## config.mk

```make
export PLATFORM = sky130hd
export DESIGN_NAME = alarm_table_next_alarm_top
export DESIGN_NICKNAME = d
export VERILOG_FILES = /design/src/design/atn_pkg.sv /design/src/design/atn_slot_ram.sv /design/src/design/alarm_table_next_alarm_top.sv
export SDC_FILE = /design/constraint.sdc
export NUM_CORES = 1
export LEC_CHECK = 0
export BUFFER_PORTS_ARGS = -buffer_cell sky130_fd_sc_hd__buf_2
export CAP_MARGIN = 20
export CORE_MARGIN = 2
export CORE_UTILIZATION = 53
export DETAILED_ROUTE_END_ITERATION = 16
export GPL_ROUTABILITY_DRIVEN = 0
export PLACE_DENSITY = 0.73
export REMOVE_ABC_BUFFERS = 1
export SYNTH_ARGS = -nofsm -noshare
export SYNTH_HDL_FRONTEND = slang
export SYNTH_HIERARCHICAL = 1
export SYNTH_SLANG_ARGS = --single-unit
```

## constraint.sdc

```tcl
create_clock -name clk -period 8.2 [get_ports clk]
set_input_delay 1.64 -clock clk [delete_from_list [all_inputs] [get_ports clk]]
set_output_delay 1.64 -clock clk [all_outputs]
set_load 0.02 [all_outputs]
```

## src/design/atn_pkg.sv

```systemverilog
package atn_pkg;

    // Width of a time of day held as seconds (fits fields as given, plus lead)
    localparam int SEC_W = 17;

    localparam logic [SEC_W-1:0] DAY_SECONDS = 17'd86400;

    localparam logic CMD_ADD    = 1'b0;
    localparam logic CMD_REMOVE = 1'b1;

    typedef struct packed {
        logic [4:0] hours;
        logic [5:0] minutes;
        logic [5:0] seconds;
    } hms_t;

    localparam int HMS_W = $bits(hms_t);

    typedef enum logic [1:0] {
        STATUS_OK       = 2'd0,
        STATUS_BAD_TIME = 2'd1,
        STATUS_FULL     = 2'd2,
        STATUS_NO_SLOT  = 2'd3
    } status_t;

    typedef enum logic [2:0] {
        ST_IDLE,
        ST_PREP,
        ST_SCAN,
        ST_FLUSH1,
        ST_FLUSH2,
        ST_FINISH
    } state_t;

    // Seconds since midnight; constant multiplies reduce to shift-add
    function automatic logic [SEC_W-1:0] to_seconds(input hms_t t);
        logic [SEC_W-1:0] h_part;
        logic [SEC_W-1:0] m_part;
        h_part = SEC_W'(t.hours) * SEC_W'(3600);
        m_part = SEC_W'(t.minutes) * SEC_W'(60);
        return h_part + m_part + SEC_W'(t.seconds);
    endfunction

endpackage

```

## src/design/atn_slot_ram.sv

```systemverilog
module atn_slot_ram #(
    parameter int DEPTH  = 16,
    parameter int ADDR_W = 4
) (
    input  logic                     clk,
    input  logic                     wr_en,
    input  logic [ADDR_W-1:0]        wr_addr,
    input  atn_pkg::hms_t            wr_data,
    input  logic [ADDR_W-1:0]        rd_addr,
    output atn_pkg::hms_t            rd_data
);

    atn_pkg::hms_t mem [DEPTH];

    // Write port
    always_ff @(posedge clk)
    begin
        if (wr_en)
        begin
            mem[wr_addr] <= wr_data;
        end
    end

    // Registered read port
    always_ff @(posedge clk)
    begin
        rd_data <= mem[rd_addr];
    end

endmodule

```

## src/design/alarm_table_next_alarm_top.sv

```systemverilog
// Channel   Direction  Handshake                Payload
// in        in         in_valid / in_ready      cmd, alarm_*, remove_slot, now_*
// out       out        out_valid / out_ready    status, slot_used, alarm_count, next_*
// cfg       in         cfg_wr_en (no wait)      cfg_wr_data -> lead_seconds
//
// A beat runs from its acceptance in ST_IDLE through ST_PREP, one pass of the slot RAM read
// port over every slot in ST_SCAN, ST_FLUSH1 and ST_FLUSH2 to drain the compare pipeline and
// ST_FINISH to load the result; the next beat is accepted once the state is back in ST_IDLE.
// Reset clears the slot table marks, the count and all handshakes; lead_seconds returns to 1.
// A stalled output beat is held in the output register while the next input beat is
// already accepted and worked on; that beat waits in its load cycle until the first is taken.
module alarm_table_next_alarm_top #(
    parameter int SLOTS = 16
) (
    input  logic       clk,
    input  logic       rst_n,

    input  logic       in_valid,
    output logic       in_ready,
    input  logic       cmd,
    input  logic [4:0] alarm_hours,
    input  logic [5:0] alarm_minutes,
    input  logic [5:0] alarm_seconds,
    input  logic [5:0] remove_slot,
    input  logic [4:0] now_hours,
    input  logic [5:0] now_minutes,
    input  logic [5:0] now_seconds,

    output logic       out_valid,
    input  logic       out_ready,
    output logic [1:0] status,
    output logic [5:0] slot_used,
    output logic [6:0] alarm_count,
    output logic       next_valid,
    output logic [4:0] next_hours,
    output logic [5:0] next_minutes,
    output logic [5:0] next_seconds,

    input  logic       cfg_wr_en,
    input  logic [5:0] cfg_wr_data
);

    localparam int IDX_W = (SLOTS > 1) ? $clog2(SLOTS) : 1;
    localparam int CNT_W = $clog2(SLOTS + 1);
    localparam int SW    = atn_pkg::SEC_W;

    localparam logic [CNT_W-1:0] LAST_CNT  = CNT_W'(SLOTS - 1);
    localparam logic [6:0]       SLOTS_CNT = 7'(SLOTS);

    // ---------------------------------------------------------------
    // Sequencer
    // ---------------------------------------------------------------
    atn_pkg::state_t state_reg, state_next;
    logic            issue;
    logic            load_out;
    logic            out_valid_reg, out_valid_next;
    logic [CNT_W-1:0] cnt_reg, cnt_next;

    always_comb
    begin
        state_next = state_reg;
        case (state_reg)
            atn_pkg::ST_IDLE:
            begin
                if (in_valid)
                begin
                    state_next = atn_pkg::ST_PREP;
                end
            end
            atn_pkg::ST_PREP:   state_next = atn_pkg::ST_SCAN;
            atn_pkg::ST_SCAN:
            begin
                if (cnt_reg == LAST_CNT)
                begin
                    state_next = atn_pkg::ST_FLUSH1;
                end
            end
            atn_pkg::ST_FLUSH1: state_next = atn_pkg::ST_FLUSH2;
            atn_pkg::ST_FLUSH2: state_next = atn_pkg::ST_FINISH;
            atn_pkg::ST_FINISH:
            begin
                if (!out_valid_reg || out_ready)
                begin
                    state_next = atn_pkg::ST_IDLE;
                end
            end
            default:            state_next = atn_pkg::ST_IDLE;
        endcase
    end

    always_comb
    begin
        in_ready = 1'b0;
        issue    = 1'b0;
        load_out = 1'b0;
        case (state_reg)
            atn_pkg::ST_IDLE:   in_ready = 1'b1;
            atn_pkg::ST_SCAN:   issue    = 1'b1;
            atn_pkg::ST_FINISH: load_out = !out_valid_reg || out_ready;
            default:
            begin
                in_ready = 1'b0;
            end
        endcase
    end

    // ---------------------------------------------------------------
    // Captured beat
    // ---------------------------------------------------------------
    logic            cmd_reg;
    atn_pkg::hms_t   alarm_reg;
    atn_pkg::hms_t   now_reg;
    logic [5:0]      idx_reg;
    logic [5:0]      lead_reg;

    // ---------------------------------------------------------------
    // Slot table state
    // ---------------------------------------------------------------
    logic [SLOTS-1:0] active_reg, active_next;
    logic [6:0]       count_reg, count_next;
    logic             add_pend_reg, add_pend_next;
    atn_pkg::status_t status_reg, status_next;
    logic [5:0]       used_reg, used_next;
    logic [SW-1:0]    target_reg, target_next;

    logic [IDX_W-1:0] cur;
    logic             wr_slot;
    atn_pkg::hms_t    rd_hms;

    assign cur     = cnt_reg[IDX_W-1:0];
    assign wr_slot = issue && add_pend_reg && !active_reg[cur];

    atn_slot_ram #(
        .DEPTH  (SLOTS),
        .ADDR_W (IDX_W)
    ) u_slot_ram (
        .clk     (clk),
        .wr_en   (wr_slot),
        .wr_addr (cur),
        .wr_data (alarm_reg),
        .rd_addr (cur),
        .rd_data (rd_hms)
    );

    // ---------------------------------------------------------------
    // Compare pipeline: convert, then distance and keep the nearest
    // ---------------------------------------------------------------
    logic             p1_valid_reg, p1_valid_next;
    logic             p1_bypass_reg, p1_bypass_next;
    logic             p2_valid_reg;
    logic [SW-1:0]    p2_sec_reg;
    atn_pkg::hms_t    p2_hms_reg;
    logic             best_valid_reg, best_valid_next;
    logic [SW-1:0]    best_diff_reg, best_diff_next;
    atn_pkg::hms_t    best_hms_reg, best_hms_next;

    atn_pkg::hms_t    p1_hms;
    logic [SW-1:0]    ahead_sec;
    logic [SW-1:0]    now_sum;
    logic             bad_time;
    logic             idx_ok;

    // A slot written during this pass is not in the RAM output yet: bypass it
    assign p1_hms = p1_bypass_reg ? alarm_reg : rd_hms;

    // Circular distance from target, both operands below one day
    assign ahead_sec = (p2_sec_reg >= target_reg) ? (p2_sec_reg - target_reg)
                     : (atn_pkg::DAY_SECONDS - (target_reg - p2_sec_reg));

    assign now_sum  = atn_pkg::to_seconds(now_reg) + SW'(lead_reg);
    assign bad_time = (alarm_reg.hours > 5'd23) || (alarm_reg.minutes > 6'd59)
                   || (alarm_reg.seconds > 6'd59);
    assign idx_ok   = ({1'b0, idx_reg} < SLOTS_CNT) && active_reg[idx_reg[IDX_W-1:0]];

    always_comb
    begin
        cnt_next        = cnt_reg;
        active_next     = active_reg;
        count_next      = count_reg;
        add_pend_next   = add_pend_reg;
        status_next     = status_reg;
        used_next       = used_reg;
        target_next     = target_reg;
        p1_valid_next   = 1'b0;
        p1_bypass_next  = 1'b0;
        best_valid_next = best_valid_reg;
        best_diff_next  = best_diff_reg;
        best_hms_next   = best_hms_reg;

        if (state_reg == atn_pkg::ST_PREP)
        begin
            // Fold the sum back into one day; it stays below two days
            target_next     = (now_sum >= atn_pkg::DAY_SECONDS)
                            ? (now_sum - atn_pkg::DAY_SECONDS) : now_sum;
            cnt_next        = '0;
            best_valid_next = 1'b0;
            add_pend_next   = 1'b0;
            if (cmd_reg == atn_pkg::CMD_ADD)
            begin
                used_next = '0;
                if (bad_time)
                begin
                    status_next = atn_pkg::STATUS_BAD_TIME;
                end
                else if (count_reg >= SLOTS_CNT)
                begin
                    status_next = atn_pkg::STATUS_FULL;
                end
                else
                begin
                    status_next   = atn_pkg::STATUS_OK;
                    add_pend_next = 1'b1;
                end
            end
            else
            begin
                used_next = idx_reg;
                if (idx_ok)
                begin
                    status_next                       = atn_pkg::STATUS_OK;
                    active_next[idx_reg[IDX_W-1:0]]   = 1'b0;
                    count_next                        = count_reg - 7'd1;
                end
                else
                begin
                    status_next = atn_pkg::STATUS_NO_SLOT;
                end
            end
        end

        if (issue)
        begin
            cnt_next       = cnt_reg + CNT_W'(1);
            p1_valid_next  = active_reg[cur] || wr_slot;
            p1_bypass_next = wr_slot;
            // Lowest free slot takes the new alarm on the way past
            if (wr_slot)
            begin
                active_next[cur] = 1'b1;
                count_next       = count_reg + 7'd1;
                add_pend_next    = 1'b0;
                used_next        = 6'(cur);
            end
        end

        // Strict compare keeps the lower slot on a tie
        if (p2_valid_reg && (!best_valid_reg || ahead_sec < best_diff_reg))
        begin
            best_valid_next = 1'b1;
            best_diff_next  = ahead_sec;
            best_hms_next   = p2_hms_reg;
        end
    end

    always_comb
    begin
        out_valid_next = out_valid_reg;
        if (load_out)
        begin
            out_valid_next = 1'b1;
        end
        else if (out_ready)
        begin
            out_valid_next = 1'b0;
        end
    end

    // ---------------------------------------------------------------
    // Control registers
    // ---------------------------------------------------------------
    always_ff @(posedge clk or negedge rst_n)
    begin
        if (!rst_n)
        begin
            state_reg      <= atn_pkg::ST_IDLE;
            cnt_reg        <= '0;
            active_reg     <= '0;
            count_reg      <= '0;
            add_pend_reg   <= 1'b0;
            p1_valid_reg   <= 1'b0;
            p1_bypass_reg  <= 1'b0;
            p2_valid_reg   <= 1'b0;
            best_valid_reg <= 1'b0;
            out_valid_reg  <= 1'b0;
            lead_reg       <= 6'd1;
        end
        else
        begin
            state_reg      <= state_next;
            cnt_reg        <= cnt_next;
            active_reg     <= active_next;
            count_reg      <= count_next;
            add_pend_reg   <= add_pend_next;
            p1_valid_reg   <= p1_valid_next;
            p1_bypass_reg  <= p1_bypass_next;
            p2_valid_reg   <= p1_valid_reg;
            best_valid_reg <= best_valid_next;
            out_valid_reg  <= out_valid_next;
            if (cfg_wr_en)
            begin
                lead_reg <= cfg_wr_data;
            end
        end
    end

    // ---------------------------------------------------------------
    // Payload registers
    // ---------------------------------------------------------------
    logic [1:0] status_out_reg;
    logic [5:0] used_out_reg;
    logic [6:0] count_out_reg;
    logic       next_valid_reg;
    atn_pkg::hms_t next_hms_reg;

    always_ff @(posedge clk)
    begin
        if (in_valid && in_ready)
        begin
            cmd_reg   <= cmd;
            alarm_reg <= '{hours: alarm_hours, minutes: alarm_minutes,
                           seconds: alarm_seconds};
            now_reg   <= '{hours: now_hours, minutes: now_minutes,
                           seconds: now_seconds};
            idx_reg   <= remove_slot;
        end
        status_reg    <= status_next;
        used_reg      <= used_next;
        target_reg    <= target_next;
        p2_sec_reg    <= atn_pkg::to_seconds(p1_hms);
        p2_hms_reg    <= p1_hms;
        best_diff_reg <= best_diff_next;
        best_hms_reg  <= best_hms_next;
        // Hold the result beat until taken
        if (load_out)
        begin
            status_out_reg <= status_reg;
            used_out_reg   <= used_reg;
            count_out_reg  <= count_reg;
            next_valid_reg <= best_valid_reg;
            next_hms_reg   <= best_valid_reg ? best_hms_reg : '0;
        end
    end

    assign out_valid    = out_valid_reg;
    assign status       = status_out_reg;
    assign slot_used    = used_out_reg;
    assign alarm_count  = count_out_reg;
    assign next_valid   = next_valid_reg;
    assign next_hours   = next_hms_reg.hours;
    assign next_minutes = next_hms_reg.minutes;
    assign next_seconds = next_hms_reg.seconds;

endmodule

```

==> After elaboration in Yosys (flattened, before gate mapping) <==
Memories as Yosys holds them, arrays and structs flattened. A register that Yosys moved wholly into a read port is not among the register bits.
Index checks and enable logic that the tools add are counted.
{ "totals": {"memories": 1, "in_bits": 52, "output_inout_bits": 35, "word_cells": 150, "regBits": 210, "mem_bits_rw": 272} }
{ "mem_list": {"columns": ["name", "words", "width", "rd", "rd_ports_with_merged_regs", "write_ports", "line_no", "rtl"], "rows": [
  ["u_slot_ram.mem", 16, 17, 1, 1, 1, "atn_slot_ram.sv:13", "atn_pkg::hms_t mem [DEPTH];"]
]} }
{ "classes": {"n_eq_ne": 9, "n_lt_le_gt_ge": 12, "reduce_logical": 20, "n_bitwise": 3, "multipliers": 4, "addsub": 12, "n_mux": 52} }
{ "op_table": {"columns": ["operator", "count"], "rows": [
  ["16-bit two-way mux", 5],
  ["17-bit by 6-bit adder with 17-bit output", 3],
  ["17-bit two-way mux", 3],
  ["7-bit two-way mux", 5],
  ["17-bit by 12-bit adder with 17-bit output", 2],
  ["17-bit subtractor", 2],
  ["5-bit by 8-bit multiplier with 13-bit output, second input constant", 2],
  ["6-bit two-way mux", 4],
  ["1-bit two-way mux", 21],
  ["6-bit by 4-bit multiplier with 10-bit output, second input constant", 2],
  ["3-bit one-hot mux with 6 select lines", 1],
  ["17-bit greater-or-equal comparator", 1],
  ["17-bit greater-or-equal comparator, second input constant", 1],
  ["17-bit less-than comparator", 1],
  ["17-bit subtractor, first input constant", 1],
  ["17-bit subtractor, second input constant", 1],
  ["16-bit AND", 1],
  ["16-bit inverter", 1],
  ["16-bit bitwise OR", 1],
  ["6-bit > comparator, second input constant", 2],
  ["4-bit by 5-bit less-than comparator with 1-bit output, second input constant", 2],
  ["5-bit two-way mux", 2],
  ["3-bit two-way mux", 3],
  ["1-bit binary-select mux with 4-bit select", 2],
  ["other kinds (20)", 43]
]} }

==> Depth between registers and ports, before layout <==
{ "logic_depth": {"depth_word": 12, "depth_mapped": 23, "mapped_depth_nobuf": 22} }

==> Modules after synthesis <==
Netlist, hierarchy kept.
{ "modules_own_cells": {"columns": ["mod", "area_each_um2", "seq_area_each_um2", "cells_each", "n_inst"], "rows": [
  ["alarm_table_next_alarm_top", 13354.1, 5651.7, 1185, 1],
  ["atn_slot_ram", 10637.7, 8508.2, 458, 1]
]} }

==> Least setup slack after synthesis <==
Ideal clock, no wire load.
{ "synth_timing": {"path_kind": "register to register", "startpoint": "reg target_reg[1]", "endpoint": "reg best_diff_reg[0], enable pin", "stages_incl_launch_ff": 22, "arrival_time_ns": 5.501, "t_required_ns": 7.752, "slack_ns": 2.251, "path_buffers": 1, "period_less_slack_ns": 5.949, "setup_ns": 0.448, "path_cell_list": "edfxtp_1 > inv_1 > ha_1 > inv_1 > fa_1 > o21ai_2 > a31oi_1 > o21ai_2 > a31oi_1 > o31a_1 > o21ai_0 > buf_2 > nand2_1 > o31ai_1 > ha_1 > a21oi_1 > nor2b_1 > a2111oi_0 > nor2_1 > a211oi_1 > o31ai_1 > a31oi_1"} }
{ "synth_between": {"elab_chain_cells": 6, "word_cells_on_any_way": 8, "classes_between": "3 x add/sub; 2 x order compare; 1 x mux; 2 x reduce/logical"} }
{ "synth_rtl": {"columns": ["element", "line_no", "rtl"], "rows": [
  ["from (decl)", "alarm_table_next_alarm_top.sv:124", "logic [SW-1:0] target_reg, target_next;"],
  ["from (signal assigned)", "alarm_table_next_alarm_top.sv:328", "target_reg <= target_next;"],
  ["17-bit subtractor (2 in a row)", "alarm_table_next_alarm_top.sv:168", ": (atn_pkg::DAY_SECONDS - (target_reg - p2_sec_reg));"],
  ["17-bit two-way mux (*)", "alarm_table_next_alarm_top.sv:167", "assign ahead_sec = (p2_sec_reg >= target_reg) ? (p2_sec_reg - target_reg)"],
  ["via ahead_sec[11]", "alarm_table_next_alarm_top.sv:158", "logic [SW-1:0] ahead_sec;"],
  ["17-bit less-than comparator (*)", "alarm_table_next_alarm_top.sv:247", "if (p2_valid_reg && (!best_valid_reg || ahead_sec < best_diff_reg))"],
  ["1-bit logical OR (*)", "alarm_table_next_alarm_top.sv:247", null],
  ["1-bit logical AND (*)", "alarm_table_next_alarm_top.sv:247", null],
  ["to (signal assigned)", "alarm_table_next_alarm_top.sv:331", "best_diff_reg <= best_diff_next;"],
  ["to (decl)", "alarm_table_next_alarm_top.sv:154", "logic [SW-1:0] best_diff_reg, best_diff_next;"]
]} }
Mark *: on every way through the listed nets, which the timed path passes. The rest lies on a longest branch.
A chain may end at the register's enable or synchronous reset.

==> Final worst setup path <==
{ "layout_timing": {"startpoint": "reg now_reg[6] (netlist bit)", "endpoint": "reg target_reg[8] (data pin)"} }
{ "layout_between": {"elab_chain_cells": 6, "word_cells_on_any_way": 7, "classes_between": "4 x add/sub; 1 x mul; 1 x order compare; 1 x mux"} }
{ "layout_rtl": {"columns": ["element", "line_no", "rtl"], "rows": [
  ["from (decl)", "alarm_table_next_alarm_top.sv:112", "atn_pkg::hms_t now_reg;"],
  ["from (signal assigned)", "alarm_table_next_alarm_top.sv:322", "now_reg <= '{hours: now_hours, minutes: now_minutes,"],
  ["6-bit by 4-bit multiplier with 10-bit output (*)", "atn_pkg.sv:40", "m_part = SEC_W'(t.minutes) * SEC_W'(60);"],
  ["17-bit by 12-bit adder with 17-bit output (*)", "atn_pkg.sv:41", "return h_part + m_part + SEC_W'(t.seconds);"],
  ["17-bit by 6-bit adder with 17-bit output (*)", "atn_pkg.sv:41", null],
  ["17-bit by 6-bit adder with 17-bit output (*)", "alarm_table_next_alarm_top.sv:170", "assign now_sum = atn_pkg::to_seconds(now_reg) + SW'(lead_reg);"],
  ["17-bit subtractor or 17-bit greater-or-equal comparator (tied branches)", "alarm_table_next_alarm_top.sv:194, alarm_table_next_alarm_top.sv:193", null],
  ["17-bit two-way mux (*)", "alarm_table_next_alarm_top.sv:194", "? (now_sum - atn_pkg::DAY_SECONDS) : now_sum;"]
]} }
Every way passes the cells marked *; elsewhere a longest branch is shown, timed or not.

==> out/qor.yml <==
run_status:
  status: "finished, final reports clean"
floorplanning:
  start_util: 0.540
  die_h_um: 217
  num_rows: 77
  die_area_sq_um: 47000
  fp.dieW_um: 217
  core_sq_um: 44400
  io_pins: 87
cts:
  cts.sinks: 497
  cts-resized-gates: 0
  clockBufferDepth: 3
  h-tree-depth: 2
  worstSkewPairLatency_ns: 0.60
  cts_hold_buf: 0
  cts_setup_buffers: 0
  cts_buffers: 49
  tritoncts: "done"
  cts-root-buf: "clkbuf_16"
  clkSlewWorstSetupHoldPaths_ns: 0.06
worst_setup_path:
  critPathArrivalTime_ns: 6.27
  critical_path.top_delay_family: "adder cells"
  reg2reg_to: "target_reg[8]"
  worst_path_max_delay_cell: "fa_1"
  startpoint_type: "flip-flop"
  rrSetupSlack_ns: 2.26
  worstReg2RegStart: "now_reg[6]"
  reg2regPathDepth: 19
  worstPathCellList: "fa_1 -> fa_1 -> ha_1 -> a21o_1 -> a21oi_1 -> o21bai_1 -> a21oi_1 -> o21bai_1 -> a21oi_1 -> xnor2_1 -> ha_1 -> ha_1 -> ha_1 -> nor3_1 -> a32oi_1 -> a2111o_1 -> a2bb2oi_2 -> o221ai_4 -> mux2_1"
  worst_setup_path_end_kind: "flip-flop"
  crit_fanout: 8
  crit_top_cell: "ha_1"
  worstPathRequired_ns: 8.53
  cpPeakStageDelay_ns: 0.61
  critPathKind: "reg2reg"
  critPathBufInv: 0
timing:
  rsz0062_at_grt: "false"
  period_minus_slack_ns: 5.94
  slew-limit-headroom: 0.310
  worstMarginPinSlew_ns: 1.03
  drv_slew: 0
  setup_violations: 0
  hold_ws_ns: 0.360
  fin_tns_setup_ns: 0
  hold_viol_final: 0
  clock_skew_ns: 0.0287
  min_period_over_period: 0.724
  clock.fmax_ghz: 0.168
global_routing:
  grt_usage: 0.213
  grt_pass1_wl_um: 77600
  grt_pass1_vias: 14100
  antenna_found_initial: 0
  grt_max_degree: 58
  grt-ovfl-total: 0
worst_hold_path:
  hold_end: "p2_valid_reg"
  worstHoldStart: "p1_valid_reg"
  hold_path.class: "reg2reg"
  min_path_cells: 0
placed_design:
  hpwl_um: 33200
  io_buffers: 86
yosys:
  async_flop_share: 0.0865
  yosys_warnings: 6
  synthDistinctLibCells: 77
  ys_ff_latch: 497
  synthFlopType: "edfxtp_1"
  synth-edff-count: 399
  syn_area_sq_um: 24000
  ys_top_cells_by_area: "edfxtp_1, ha_1, mux4_2"
  yosysTopAreaCell: "edfxtp_1"
  synth_top_area_share: 0.499
  avgSynthCellArea_sq_um: 14.6
  syn-instance-count: 1643
  yosysSeqAreaShare: 0.590
finish:
  num-nets-final: 2041
  antenna_cells: 0
  largest_register_ffs: 272
  top_register: "u_slot_ram/mem"
  syn_to_final_growth_pct: 12.8
  multi_input_area_sq_um: 9100
  regArea_sq_um: 14200
  drive_gt1_frac: 0.178
  fill_cells: 3302
detailed_routing:
  final_antenna_net_count: 0
  initialDrtViolationCount: 1180
  viasPerCell: 5.74
  wirelength_um: 49100
  routedWlPerCell_um: 20.5
  drt-pass1-iter-count: 5
  num_vias: 13800
  drc: 0
job:
  maxCapViolCount: 0
## worst reg2reg max path, stage by stage, from the launching register on
cell and delay, ns:
edfxtp_1 0.47, fa_1 0.61, fa_1 0.46, ha_1 0.30
a21o_1 0.16, a21oi_1 0.21, o21bai_1 0.09, a21oi_1 0.23
o21bai_1 0.09, a21oi_1 0.20, xnor2_1 0.14, ha_1 0.25
ha_1 0.31, ha_1 0.38, nor3_1 0.33, a32oi_1 0.17
a2111o_1 0.46, a2bb2oi_2 0.17, o221ai_4 0.29, mux2_1 0.36
## area by class of cell
| cell class | count | area share |
|---|---|---|
| clock inverter | 29 | 0.0167 |
| tap | 592 | 0.0274 |
| multi-input combinational | 951 | 0.336 |
| timing repair buffer | 116 | 0.0258 |
| inverter | 155 | 0.0215 |
| clock buffer | 63 | 0.0487 |
| sequential | 497 | 0.524 |
## synth_stat cells, types with 5 or more instances
cell type	n
dfrtp_1	42
mux2_2	14
and3_1	7
mux2i_1	10
nand3b_1	8
clkbuf_1	20
nor2b_1	10
and2_1	24
a21o_1	21
edfxtp_1	399
xor2_1	23
nand3_1	20
a31oi_1	13
o21ai_0	51
o21ai_1	5
a22oi_1	35
ha_1	172
buf_2	12
a21oi_1	54
or4_1	6
o21bai_1	16
xnor2_1	59
o211ai_1	5
a211oi_1	6
o31ai_1	6
nand2b_1	9
o21a_1	11
inv_1	155
mux4_2	75
fa_1	47
nand2_1	92
nor3_1	19
nor2_1	56
nand4_1	13
and4_1	5
dfxtp_1	55
## worst max path at each step
stage	cells after the start	end	start	slack, ns
floorplan	5	u_slot_ram/mem[0][0]	cnt_reg[0]	1.12
global placement	20	target_reg[8]	now_reg[6]	2.46
detailed placement	20	target_reg[8]	now_reg[6]	2.30
CTS	20	target_reg[8]	now_reg[6]	2.25
global route	20	target_reg[8]	now_reg[6]	1.86
finish	19	target_reg[8]	now_reg[6]	2.26
## stage by stage
step	cells	cell area, sq um	setup slack (ns)	util
3_3_place_gp	2307	25200	2.46	0.568
6_report	2403	27100	2.26	0.609
4_1_cts	2402	27000	2.25	0.608
5_1_grt	2403	27100	1.86	0.609
3_5_place_dp	2310	25300	2.30	0.569
2_1_floorplan	1603	23800	1.12	-
## placed cells by master (no fill, tap or decap), types with 47 or more instances in the layout
cell type    n
nand2_1     92
xnor2_1     59
fa_1        47
edfxtp_1   399
dfxtp_1     55
inv_1      155
nor2_1      48
buf_2       86
clkbuf_16   49
ha_1       172
mux4_2      75
a21oi_1     54
o21ai_0     51
## layer usage
layer	vias to the layer above	track usage	routed length, um
li1	6378	-	-
met1	6861	0.290	21100
met2	460	0.354	23700
met3	104	0.0386	3020
met4	0	0.0660	1250
met5	-	0	0
## cell families after synthesis
family / synth area share
flops: 0.590
fa+ha+maj: 0.129
xor+xnor: 0.0299
mux: 0.0849
simple gates: 0.0584
buf+inv: 0.0331
compound gates: 0.0746
Power is left out: the tool's default activity adds up to more than one toggle a clock period on the data nets, which glitch-free logic cannot reach.
